`config.mk`:
```
export PLATFORM = sky130hd
export DESIGN_NAME = hsl_to_rgb_converter
export DESIGN_NICKNAME = d
export VERILOG_FILES = /design/src/rtl/core/hsl2rgb_pkg.sv /design/src/rtl/core/hsl2rgb_channel.sv /design/src/rtl/core/hsl_to_rgb_converter.sv
export SDC_FILE = /design/constraint.sdc
export NUM_CORES = 2
export LEC_CHECK = 0
export ABC_AREA = 1
export BUFFER_PORTS_ARGS = -buffer_cell sky130_fd_sc_hd__buf_2
export CAP_MARGIN = 20
export CORE_UTILIZATION = 34
export DETAILED_ROUTE_END_ITERATION = 8
export GPL_TIMING_DRIVEN = 0
export PLACE_DENSITY = 0.52
export SLEW_MARGIN = 30
export SYNTH_ARGS = -nofsm -noshare
export SYNTH_HDL_FRONTEND = slang
export SYNTH_SLANG_ARGS = --single-unit
```
`constraint.sdc`:
```
create_clock -name clk -period 17 [get_ports clk]
set_input_delay 2.55 -clock clk [delete_from_list [all_inputs] [get_ports clk]]
set_output_delay 2.55 -clock clk [all_outputs]
set_load 0.01 [all_outputs]
```
`src/rtl/core/hsl2rgb_pkg.sv`:
```
package hsl2rgb_pkg;

    localparam int FRAC_BITS = 15;
    localparam int VAL_W     = 16;
    localparam int ONE_I     = 1 << FRAC_BITS;

    // thresholds rounded to nearest
    localparam logic [VAL_W-1:0] ONE        = VAL_W'(ONE_I);
    localparam logic [VAL_W-1:0] THIRD      = VAL_W'((ONE_I + 1) / 3);
    localparam logic [VAL_W-1:0] SIXTH      = VAL_W'((ONE_I + 3) / 6);
    localparam logic [VAL_W-1:0] HALF       = VAL_W'(ONE_I / 2);
    localparam logic [VAL_W-1:0] TWO_THIRDS = VAL_W'((2 * ONE_I + 1) / 3);

    // ramp operand widths: d*6 needs three more bits than d
    localparam int OPA_W  = VAL_W + 3;
    localparam int PROD_W = OPA_W + VAL_W;

    typedef enum logic [1:0] {
        RGN_RISE,
        RGN_TOP,
        RGN_FALL,
        RGN_BASE
    } region_t;

    typedef struct packed {
        logic load3;
        logic load4;
    } pipe_ctl_t;

    function automatic logic [VAL_W-1:0] sat_one(input logic [VAL_W-1:0] v);
        sat_one = (v > ONE) ? ONE : v;
    endfunction

endpackage

```
`src/rtl/core/hsl2rgb_channel.sv`:
```
module hsl2rgb_channel (
    input  logic                            clk,
    input  hsl2rgb_pkg::pipe_ctl_t          ctl,
    input  logic [hsl2rgb_pkg::VAL_W-1:0]   t,
    input  logic [hsl2rgb_pkg::VAL_W-1:0]   p,
    input  logic [hsl2rgb_pkg::VAL_W-1:0]   q,
    input  logic [hsl2rgb_pkg::VAL_W-1:0]   d,
    output logic [hsl2rgb_pkg::VAL_W-1:0]   value
);

    hsl2rgb_pkg::region_t               region3_reg;
    hsl2rgb_pkg::region_t               region3_next;
    logic [hsl2rgb_pkg::VAL_W-1:0]      opb3_reg;
    logic [hsl2rgb_pkg::VAL_W-1:0]      opb3_next;
    logic [hsl2rgb_pkg::OPA_W-1:0]      fall6;

    hsl2rgb_pkg::region_t               region4_reg;
    logic [hsl2rgb_pkg::VAL_W-1:0]      prod4_reg;
    logic [hsl2rgb_pkg::VAL_W-1:0]      prod4_next;
    logic [hsl2rgb_pkg::VAL_W-1:0]      p4_reg;
    logic [hsl2rgb_pkg::VAL_W-1:0]      q4_reg;

    logic [hsl2rgb_pkg::OPA_W-1:0]      opa;
    logic [hsl2rgb_pkg::PROD_W-1:0]     prod_full;
    logic [hsl2rgb_pkg::VAL_W:0]        sum;

    // region of the hue ramp and the second multiplier operand
    always_comb
    begin
        fall6 = (hsl2rgb_pkg::OPA_W'(hsl2rgb_pkg::TWO_THIRDS - t) << 2)
              + (hsl2rgb_pkg::OPA_W'(hsl2rgb_pkg::TWO_THIRDS - t) << 1);
        if (t < hsl2rgb_pkg::SIXTH)
        begin
            region3_next = hsl2rgb_pkg::RGN_RISE;
            opb3_next    = t;
        end
        else if (t < hsl2rgb_pkg::HALF)
        begin
            region3_next = hsl2rgb_pkg::RGN_TOP;
            opb3_next    = '0;
        end
        else if (t < hsl2rgb_pkg::TWO_THIRDS)
        begin
            region3_next = hsl2rgb_pkg::RGN_FALL;
            opb3_next    = fall6[hsl2rgb_pkg::VAL_W-1:0];
        end
        else
        begin
            region3_next = hsl2rgb_pkg::RGN_BASE;
            opb3_next    = '0;
        end
    end

    // rising edge scales d by six, falling edge scales the distance by six
    always_comb
    begin
        if (region3_reg == hsl2rgb_pkg::RGN_RISE)
        begin
            opa = (hsl2rgb_pkg::OPA_W'(d) << 2) + (hsl2rgb_pkg::OPA_W'(d) << 1);
        end
        else
        begin
            opa = hsl2rgb_pkg::OPA_W'(d);
        end
        prod_full  = hsl2rgb_pkg::PROD_W'(opa) * hsl2rgb_pkg::PROD_W'(opb3_reg);
        prod4_next = prod_full[hsl2rgb_pkg::FRAC_BITS +: hsl2rgb_pkg::VAL_W];
    end

    always_ff @(posedge clk)
    begin
        if (ctl.load3)
        begin
            region3_reg <= region3_next;
            opb3_reg    <= opb3_next;
        end
        if (ctl.load4)
        begin
            region4_reg <= region3_reg;
            prod4_reg   <= prod4_next;
            p4_reg      <= p;
            q4_reg      <= q;
        end
    end

    always_comb
    begin
        sum = {1'b0, p4_reg} + {1'b0, prod4_reg};
        case (region4_reg)
            hsl2rgb_pkg::RGN_RISE,
            hsl2rgb_pkg::RGN_FALL:
            begin
                if (sum > {1'b0, hsl2rgb_pkg::ONE})
                begin
                    value = hsl2rgb_pkg::ONE;
                end
                else
                begin
                    value = sum[hsl2rgb_pkg::VAL_W-1:0];
                end
            end
            hsl2rgb_pkg::RGN_TOP:  value = q4_reg;
            hsl2rgb_pkg::RGN_BASE: value = p4_reg;
            default:               value = p4_reg;
        endcase
    end

endmodule

```
`src/rtl/core/hsl_to_rgb_converter.sv`:
```
// hsl to rgb pixel converter
//
// slave side: one pixel per word, tdata = {lightness, saturation, hue},
// each a 16-bit fraction where 32768 is 1.0; larger codes read as 1.0.
// master side: one word per pixel, tdata = {blue, green, red}, same format.
//
// five register stages: saturate, l*s product and hue offsets, q/p/d with
// ramp region, one ramp multiplier per channel, clamp into the output
// register. a word taken into the saturate stage goes on through the product,
// q/p/d and multiplier registers to the output; one pixel per cycle while
// the receiver is ready; the second and fourth stage multipliers are combinational.
//
// reset clears the stage valid bits only; the pipeline starts empty.
// each stage moves when the one after it is empty or moving, so a stalled
// receiver holds the output word and the stages behind it fill up; s_axis
// tready drops only once all five stages hold a pixel.
module hsl_to_rgb_converter (
    input  logic        clk,
    input  logic        rst_n,
    input  logic        s_axis_tvalid,
    output logic        s_axis_tready,
    input  logic [47:0] s_axis_tdata,  // hue[15:0], saturation[31:16], lightness[47:32]
    output logic        m_axis_tvalid,
    input  logic        m_axis_tready,
    output logic [47:0] m_axis_tdata   // red[15:0], green[31:16], blue[47:32]
);

    localparam int W     = hsl2rgb_pkg::VAL_W;
    localparam int NSTG  = 5;

    logic [NSTG-1:0]     vld_reg;
    logic [NSTG-1:0]     vld_next;
    logic [NSTG-1:0]     adv;

    // stage 1
    logic [W-1:0]        h1_reg, s1_reg, l1_reg;
    // stage 2
    logic [2*W-1:0]      ls2_reg;
    logic [2*W-1:0]      ls2_next;
    logic [W-1:0]        s2_reg, l2_reg;
    logic [W-1:0]        tr2_reg, tg2_reg, tb2_reg;
    logic [W-1:0]        tr2_next, tb2_next;
    logic                flat2_reg;
    logic [W:0]          hr_sum;
    // stage 3
    logic [W-1:0]        q3_reg, p3_reg, d3_reg, l3_reg;
    logic [W-1:0]        q3_next, p3_next, d3_next;
    logic                flat3_reg;
    logic [W-1:0]        ls;
    logic [W:0]          q_wide, p_wide, d_wide;
    // stage 4
    logic [W-1:0]        l4_reg;
    logic                flat4_reg;
    // output
    logic [3*W-1:0]      out_reg;
    logic [3*W-1:0]      out_next;

    logic [W-1:0]        red_val, green_val, blue_val;
    hsl2rgb_pkg::pipe_ctl_t ctl;

    always_comb
    begin
        adv[NSTG-1] = !vld_reg[NSTG-1] || m_axis_tready;
        for (int k = NSTG - 2; k >= 0; k--)
        begin
            adv[k] = !vld_reg[k] || adv[k+1];
        end
        vld_next[0] = adv[0] ? s_axis_tvalid : vld_reg[0];
        for (int k = 1; k < NSTG; k++)
        begin
            vld_next[k] = adv[k] ? vld_reg[k-1] : vld_reg[k];
        end
    end

    always_ff @(posedge clk or negedge rst_n)
    begin
        if (!rst_n)
        begin
            vld_reg <= '0;
        end
        else
        begin
            vld_reg <= vld_next;
        end
    end

    assign s_axis_tready = adv[0];
    assign m_axis_tvalid = vld_reg[NSTG-1];
    assign m_axis_tdata  = out_reg;

    // l*s product, and hue offsets by a third, wrapped once into 0..1
    always_comb
    begin
        ls2_next = (2*W)'(l1_reg) * (2*W)'(s1_reg);
        hr_sum   = {1'b0, h1_reg} + {1'b0, hsl2rgb_pkg::THIRD};
        if (hr_sum > {1'b0, hsl2rgb_pkg::ONE})
        begin
            tr2_next = W'(hr_sum - {1'b0, hsl2rgb_pkg::ONE});
        end
        else
        begin
            tr2_next = hr_sum[W-1:0];
        end
        if (h1_reg < hsl2rgb_pkg::THIRD)
        begin
            tb2_next = h1_reg + hsl2rgb_pkg::ONE - hsl2rgb_pkg::THIRD;
        end
        else
        begin
            tb2_next = h1_reg - hsl2rgb_pkg::THIRD;
        end
    end

    // q, p and d = q - p formed side by side from l, s and l*s
    always_comb
    begin
        ls = ls2_reg[hsl2rgb_pkg::FRAC_BITS +: W];
        if (l2_reg < hsl2rgb_pkg::HALF)
        begin
            q_wide = {1'b0, l2_reg} + {1'b0, ls};
            p_wide = {1'b0, l2_reg} - {1'b0, ls};
            d_wide = {ls, 1'b0};
        end
        else
        begin
            q_wide = {1'b0, l2_reg} + {1'b0, s2_reg} - {1'b0, ls};
            p_wide = {1'b0, l2_reg} + {1'b0, ls} - {1'b0, s2_reg};
            d_wide = {(s2_reg - ls), 1'b0};
        end
        q3_next = q_wide[W-1:0];
        p3_next = p_wide[W-1:0];
        d3_next = d_wide[W-1:0];
    end

    always_ff @(posedge clk)
    begin
        if (adv[0])
        begin
            h1_reg <= hsl2rgb_pkg::sat_one(s_axis_tdata[W-1:0]);
            s1_reg <= hsl2rgb_pkg::sat_one(s_axis_tdata[2*W-1:W]);
            l1_reg <= hsl2rgb_pkg::sat_one(s_axis_tdata[3*W-1:2*W]);
        end
        if (adv[1])
        begin
            ls2_reg   <= ls2_next;
            s2_reg    <= s1_reg;
            l2_reg    <= l1_reg;
            tr2_reg   <= tr2_next;
            tg2_reg   <= h1_reg;
            tb2_reg   <= tb2_next;
            flat2_reg <= (s1_reg == '0);
        end
        if (adv[2])
        begin
            q3_reg    <= q3_next;
            p3_reg    <= p3_next;
            d3_reg    <= d3_next;
            l3_reg    <= l2_reg;
            flat3_reg <= flat2_reg;
        end
        if (adv[3])
        begin
            l4_reg    <= l3_reg;
            flat4_reg <= flat3_reg;
        end
        if (adv[4])
        begin
            out_reg <= out_next;
        end
    end

    assign ctl.load3 = adv[2];
    assign ctl.load4 = adv[3];

    hsl2rgb_channel u_red (
        .clk   (clk),
        .ctl   (ctl),
        .t     (tr2_reg),
        .p     (p3_reg),
        .q     (q3_reg),
        .d     (d3_reg),
        .value (red_val)
    );

    hsl2rgb_channel u_green (
        .clk   (clk),
        .ctl   (ctl),
        .t     (tg2_reg),
        .p     (p3_reg),
        .q     (q3_reg),
        .d     (d3_reg),
        .value (green_val)
    );

    hsl2rgb_channel u_blue (
        .clk   (clk),
        .ctl   (ctl),
        .t     (tb2_reg),
        .p     (p3_reg),
        .q     (q3_reg),
        .d     (d3_reg),
        .value (blue_val)
    );

    // grey pixel when saturation is zero
    always_comb
    begin
        if (flat4_reg)
        begin
            out_next = {l4_reg, l4_reg, l4_reg};
        end
        else
        begin
            out_next = {blue_val, green_val, red_val};
        end
    end

    a_out_range: assert property (@(posedge clk) disable iff (!rst_n)
        m_axis_tvalid |-> (m_axis_tdata[W-1:0] <= hsl2rgb_pkg::ONE)
            && (m_axis_tdata[2*W-1:W] <= hsl2rgb_pkg::ONE)
            && (m_axis_tdata[3*W-1:2*W] <= hsl2rgb_pkg::ONE))
        else $error("output channel above one");

    a_qpd: assert property (@(posedge clk) disable iff (!rst_n)
        vld_reg[2] |-> (q3_reg >= p3_reg) && (d3_reg == W'(q3_reg - p3_reg))
            && (q3_reg <= hsl2rgb_pkg::ONE))
        else $error("q, p and d inconsistent");

    a_move: assert property (@(posedge clk) disable iff (!rst_n)
        vld_reg[0] && adv[1] |=> vld_reg[1])
        else $error("pixel lost between first and second stage");

    a_full: assert property (@(posedge clk) disable iff (!rst_n)
        !s_axis_tready |-> (&vld_reg) && !m_axis_tready)
        else $error("input stalled with room in the pipeline");

endmodule

```
==> metrics.cfg <==
[cells_and_area]
largest_reg_flops=48
finish.utilization_pct=37.4
finish.net_count=8981
register_with_the_most_flip_flops=m_axis_tdata
areaGrowthSynthToFinish_pct=8.87
drive_gt1_share_pct=4.66

[grt]
grt_overflow_total=0
pin_count_of_the_biggest_net_entering_global_routing=84
use_met3_pct=2.17
first_global_vias=50141
busiest_layer=met2
grt.met1_usage_pct=27.6
grt_util_all_layers_pct=20.9
grt_pass1_wl_mm=289
grt_antenna_before_repair=2
groute.layer.met2.usage_pct=34.9

[clocking]
tritoncts_buffer_count=50
longest_clk_path_bufs=3
post_cts_resized=0
cts_setup_buffers=0
clock_sink_count=417
cts.clk_slew.worst_paths_ns=0.06
insertion_delay_ns=0.69
cts.root.buffer_cell=clkbuf_16
hold_buffers=0
cts_tree=yes
cts_max_level=2

[sta]
finalClockSkew_ns=0.0680
timing_worst_slew_pin_value_ns=0.978
grt_setup_unrepaired=false
drv_slew=0
final.setup.tns_ns=0
max_slew_margin_vs_limit_pct=34.8
post-route-period-util_pct=53.7
total_count_of_hold_check_failures_in_the_final_report=0
layout_setup_ws_ns=7.88
finalCriticalPeriod_ns=9.12
setup_viol_count_final=0
fmax_ghz=0.110

[placement]
dpl_worst_slack_ns=7.83
finalWeightedCongestion=0.933
dp_hpwl_mm=157
numPortBuffers=101

[worst_hold_path]
hold-path-cell-count=0
startpoint_of_the_lowest_slack_hold_path=p3_reg[13]
hp-class=reg -> reg

[synth]
postSynthRegisterBits=417
post_synth_instance_area_um2=60800
synthFlopType=edfxtp_1
async_flop_share_pct=1.20
area_fraction_of_the_dominant_cell_type_after_synthesis_pct=28.4
synth_area_leader_cell=fa_1
synth_cells=7381
synth_fp_nets=8822
seq_total_area_yosys_pct=20.6
post_synth_main_area_contributors=fa_1, edfxtp_1, ha_1
synth.distinct_cells=65
synthesis.yosys.warnings=0
synth.avg_cell_area_um2=8.24
synth_edf_count=412

[worst_setup_path]
critPathRequiredTime_ns=17.47
critPathSlowestCell=edfxtp_1
setup.worst_path.end_class=register
timing.critical_path.arrival_ns=9.59
r2r_cells=28
timing.rr.start=d3_reg[2]
max_stage_delay_ns=0.59
crit_path_max_fanout=10
crit_path_start_kind=register
critPathLaunch=d3_reg[2]
timing_worst_setup_path_type=reg -> reg
timing.critical_path.mode_cell=fa_1

[floorplan]
die_w_um=425
design.core.area_um2=177000
floorplan.die.height_um=425
initial_core_util_pct=34.4
fp-row-count=154
design.portCount=102
dieArea_um2=181000

[job]
maxCapViolations=0

[outcome]
run_status=completed

[drt]
count_of_tritonroute_iterations_in_the_first_routing_pass=7
num_vias=48216
drt_drc_violations_left=0
drt-vias-per-instance=4.86
wl_mm=186
wl_per_cell_um=18.8
drtAntennaViolNets=0
drt_first_iter_violations=3235

==> critical path: cells and delay by family, from the launching register on <==
family / cells / cell delay [ns]
fa+ha+maj: 9 / 4.11
buf+inv: 4 / 0.69
xor+xnor: 2 / 0.74
simple gates: 10 / 1.57
compound gates: 3 / 1.17
flops: 1 / 0.59
==> cell usage in the layout (no fill, tap or decap), types with 28 or more instances in the layout <==
master and count:
inv_1 1681, nand2_1 1662, fa_1 863, nor2_1 670
ha_1 526, edfxtp_1 412, a21oi_1 306, clkbuf_1 168
nand3_1 166, o21ai_0 155, xor2_1 145, buf_2 117
o22ai_1 72, xnor2_1 69, clkbuf_16 50, nand4_1 39
o21ai_1 33, clkinv_1 33, nor3_1 33, nor4_1 28
==> kinds of logic (layout without fill, tap and decap cells) <==
| group | Yosys count | after routing | share of synthesized area [%] |
|---|---|---|---|
| buffers and inverters | 1922 | 2122 | 12.0 |
| other | 0 | 1 | 0 |
| flip-flops | 417 | 417 | 20.6 |
| multiplexers | 2 | 2 | 0.0370 |
| AO/OA/AOI/OAI | 740 | 740 | 7.03 |
| XOR/XNOR | 215 | 215 | 3.11 |
| adder cells (fa/ha/maj) | 1389 | 1389 | 39.2 |
| AND/OR/NAND/NOR | 2696 | 2696 | 18.0 |
==> worst paths after layout <==
| path | slack, ns | endpoint |
|---|---|---|
| min in group asynchronous | 1.67 | vld_reg[2] |
| hold reg to reg | 0.41 | u_green.p4_reg[13] |
| setup reg to reg | 7.88 | u_blue.prod4_reg[15] |
| setup / recovery | 7.88 | u_blue.prod4_reg[15] |
| max in group asynchronous | 15.20 | vld_reg[4] |
| hold / removal | 0.41 | u_green.p4_reg[13] |
==> stage by stage <==
stage / hold WS, ns / cells / instance area (µm²)
2_1_floorplan: 0.400 / 7381 / 60800
3_3_place_gp: 0.403 / 9822 / 64200
3_5_place_dp: 0.405 / 9828 / 64500
4_1_cts: 0.417 / 9921 / 66200
5_1_grt: 0.420 / 9921 / 66200
6_report: 0.415 / 9922 / 66200
==> final cells by class <==
class / instances / area, µm²
Clock inverter: 35 / 445
Inverter: 1723 / 6490
Buffer: 199 / 851
Antenna cell: 1 / 2.50
Sequential cell: 417 / 12500
Multi-Input combinational cell: 5042 / 41100
Tap cell: 2340 / 2930
Clock buffer: 58 / 1280
Fill cell: 18424 / 111000
Timing Repair Buffer: 107 / 651
==> cell usage after synthesis (all sizes together), types with 2 or more instances <==
cell type / n
inv: 1697
nand2: 1693
fa: 863
nor2: 681
ha: 526
edfxtp: 412
a21oi: 315
o21ai: 212
nand3: 187
clkbuf: 164
xor2: 146
o22ai: 72
xnor2: 69
nand4: 40
buf: 35
nor3: 33
nor4: 28
clkinv: 26
o21bai: 23
a21o: 19
or2: 18
a31oi: 16
nand3b: 13
o211ai: 13
o21a: 13
a21boi: 11
o31ai: 10
a221oi: 9
o2111ai: 8
dfrtp: 5
o221ai: 5
o32ai: 5
and2: 3
a211oi: 2
a31o: 2
mux2: 2
o311ai: 2
==> routing by layer <==
metal,wire [µm],vias up
met1,82100,23736
met5,0,-
met3,8800,258
met2,87400,1274
li1,-,22948
met4,7900,0
Power is left out: the tool's default activity adds up to more than one toggle a clock period on the data nets, which glitch-free logic cannot reach.
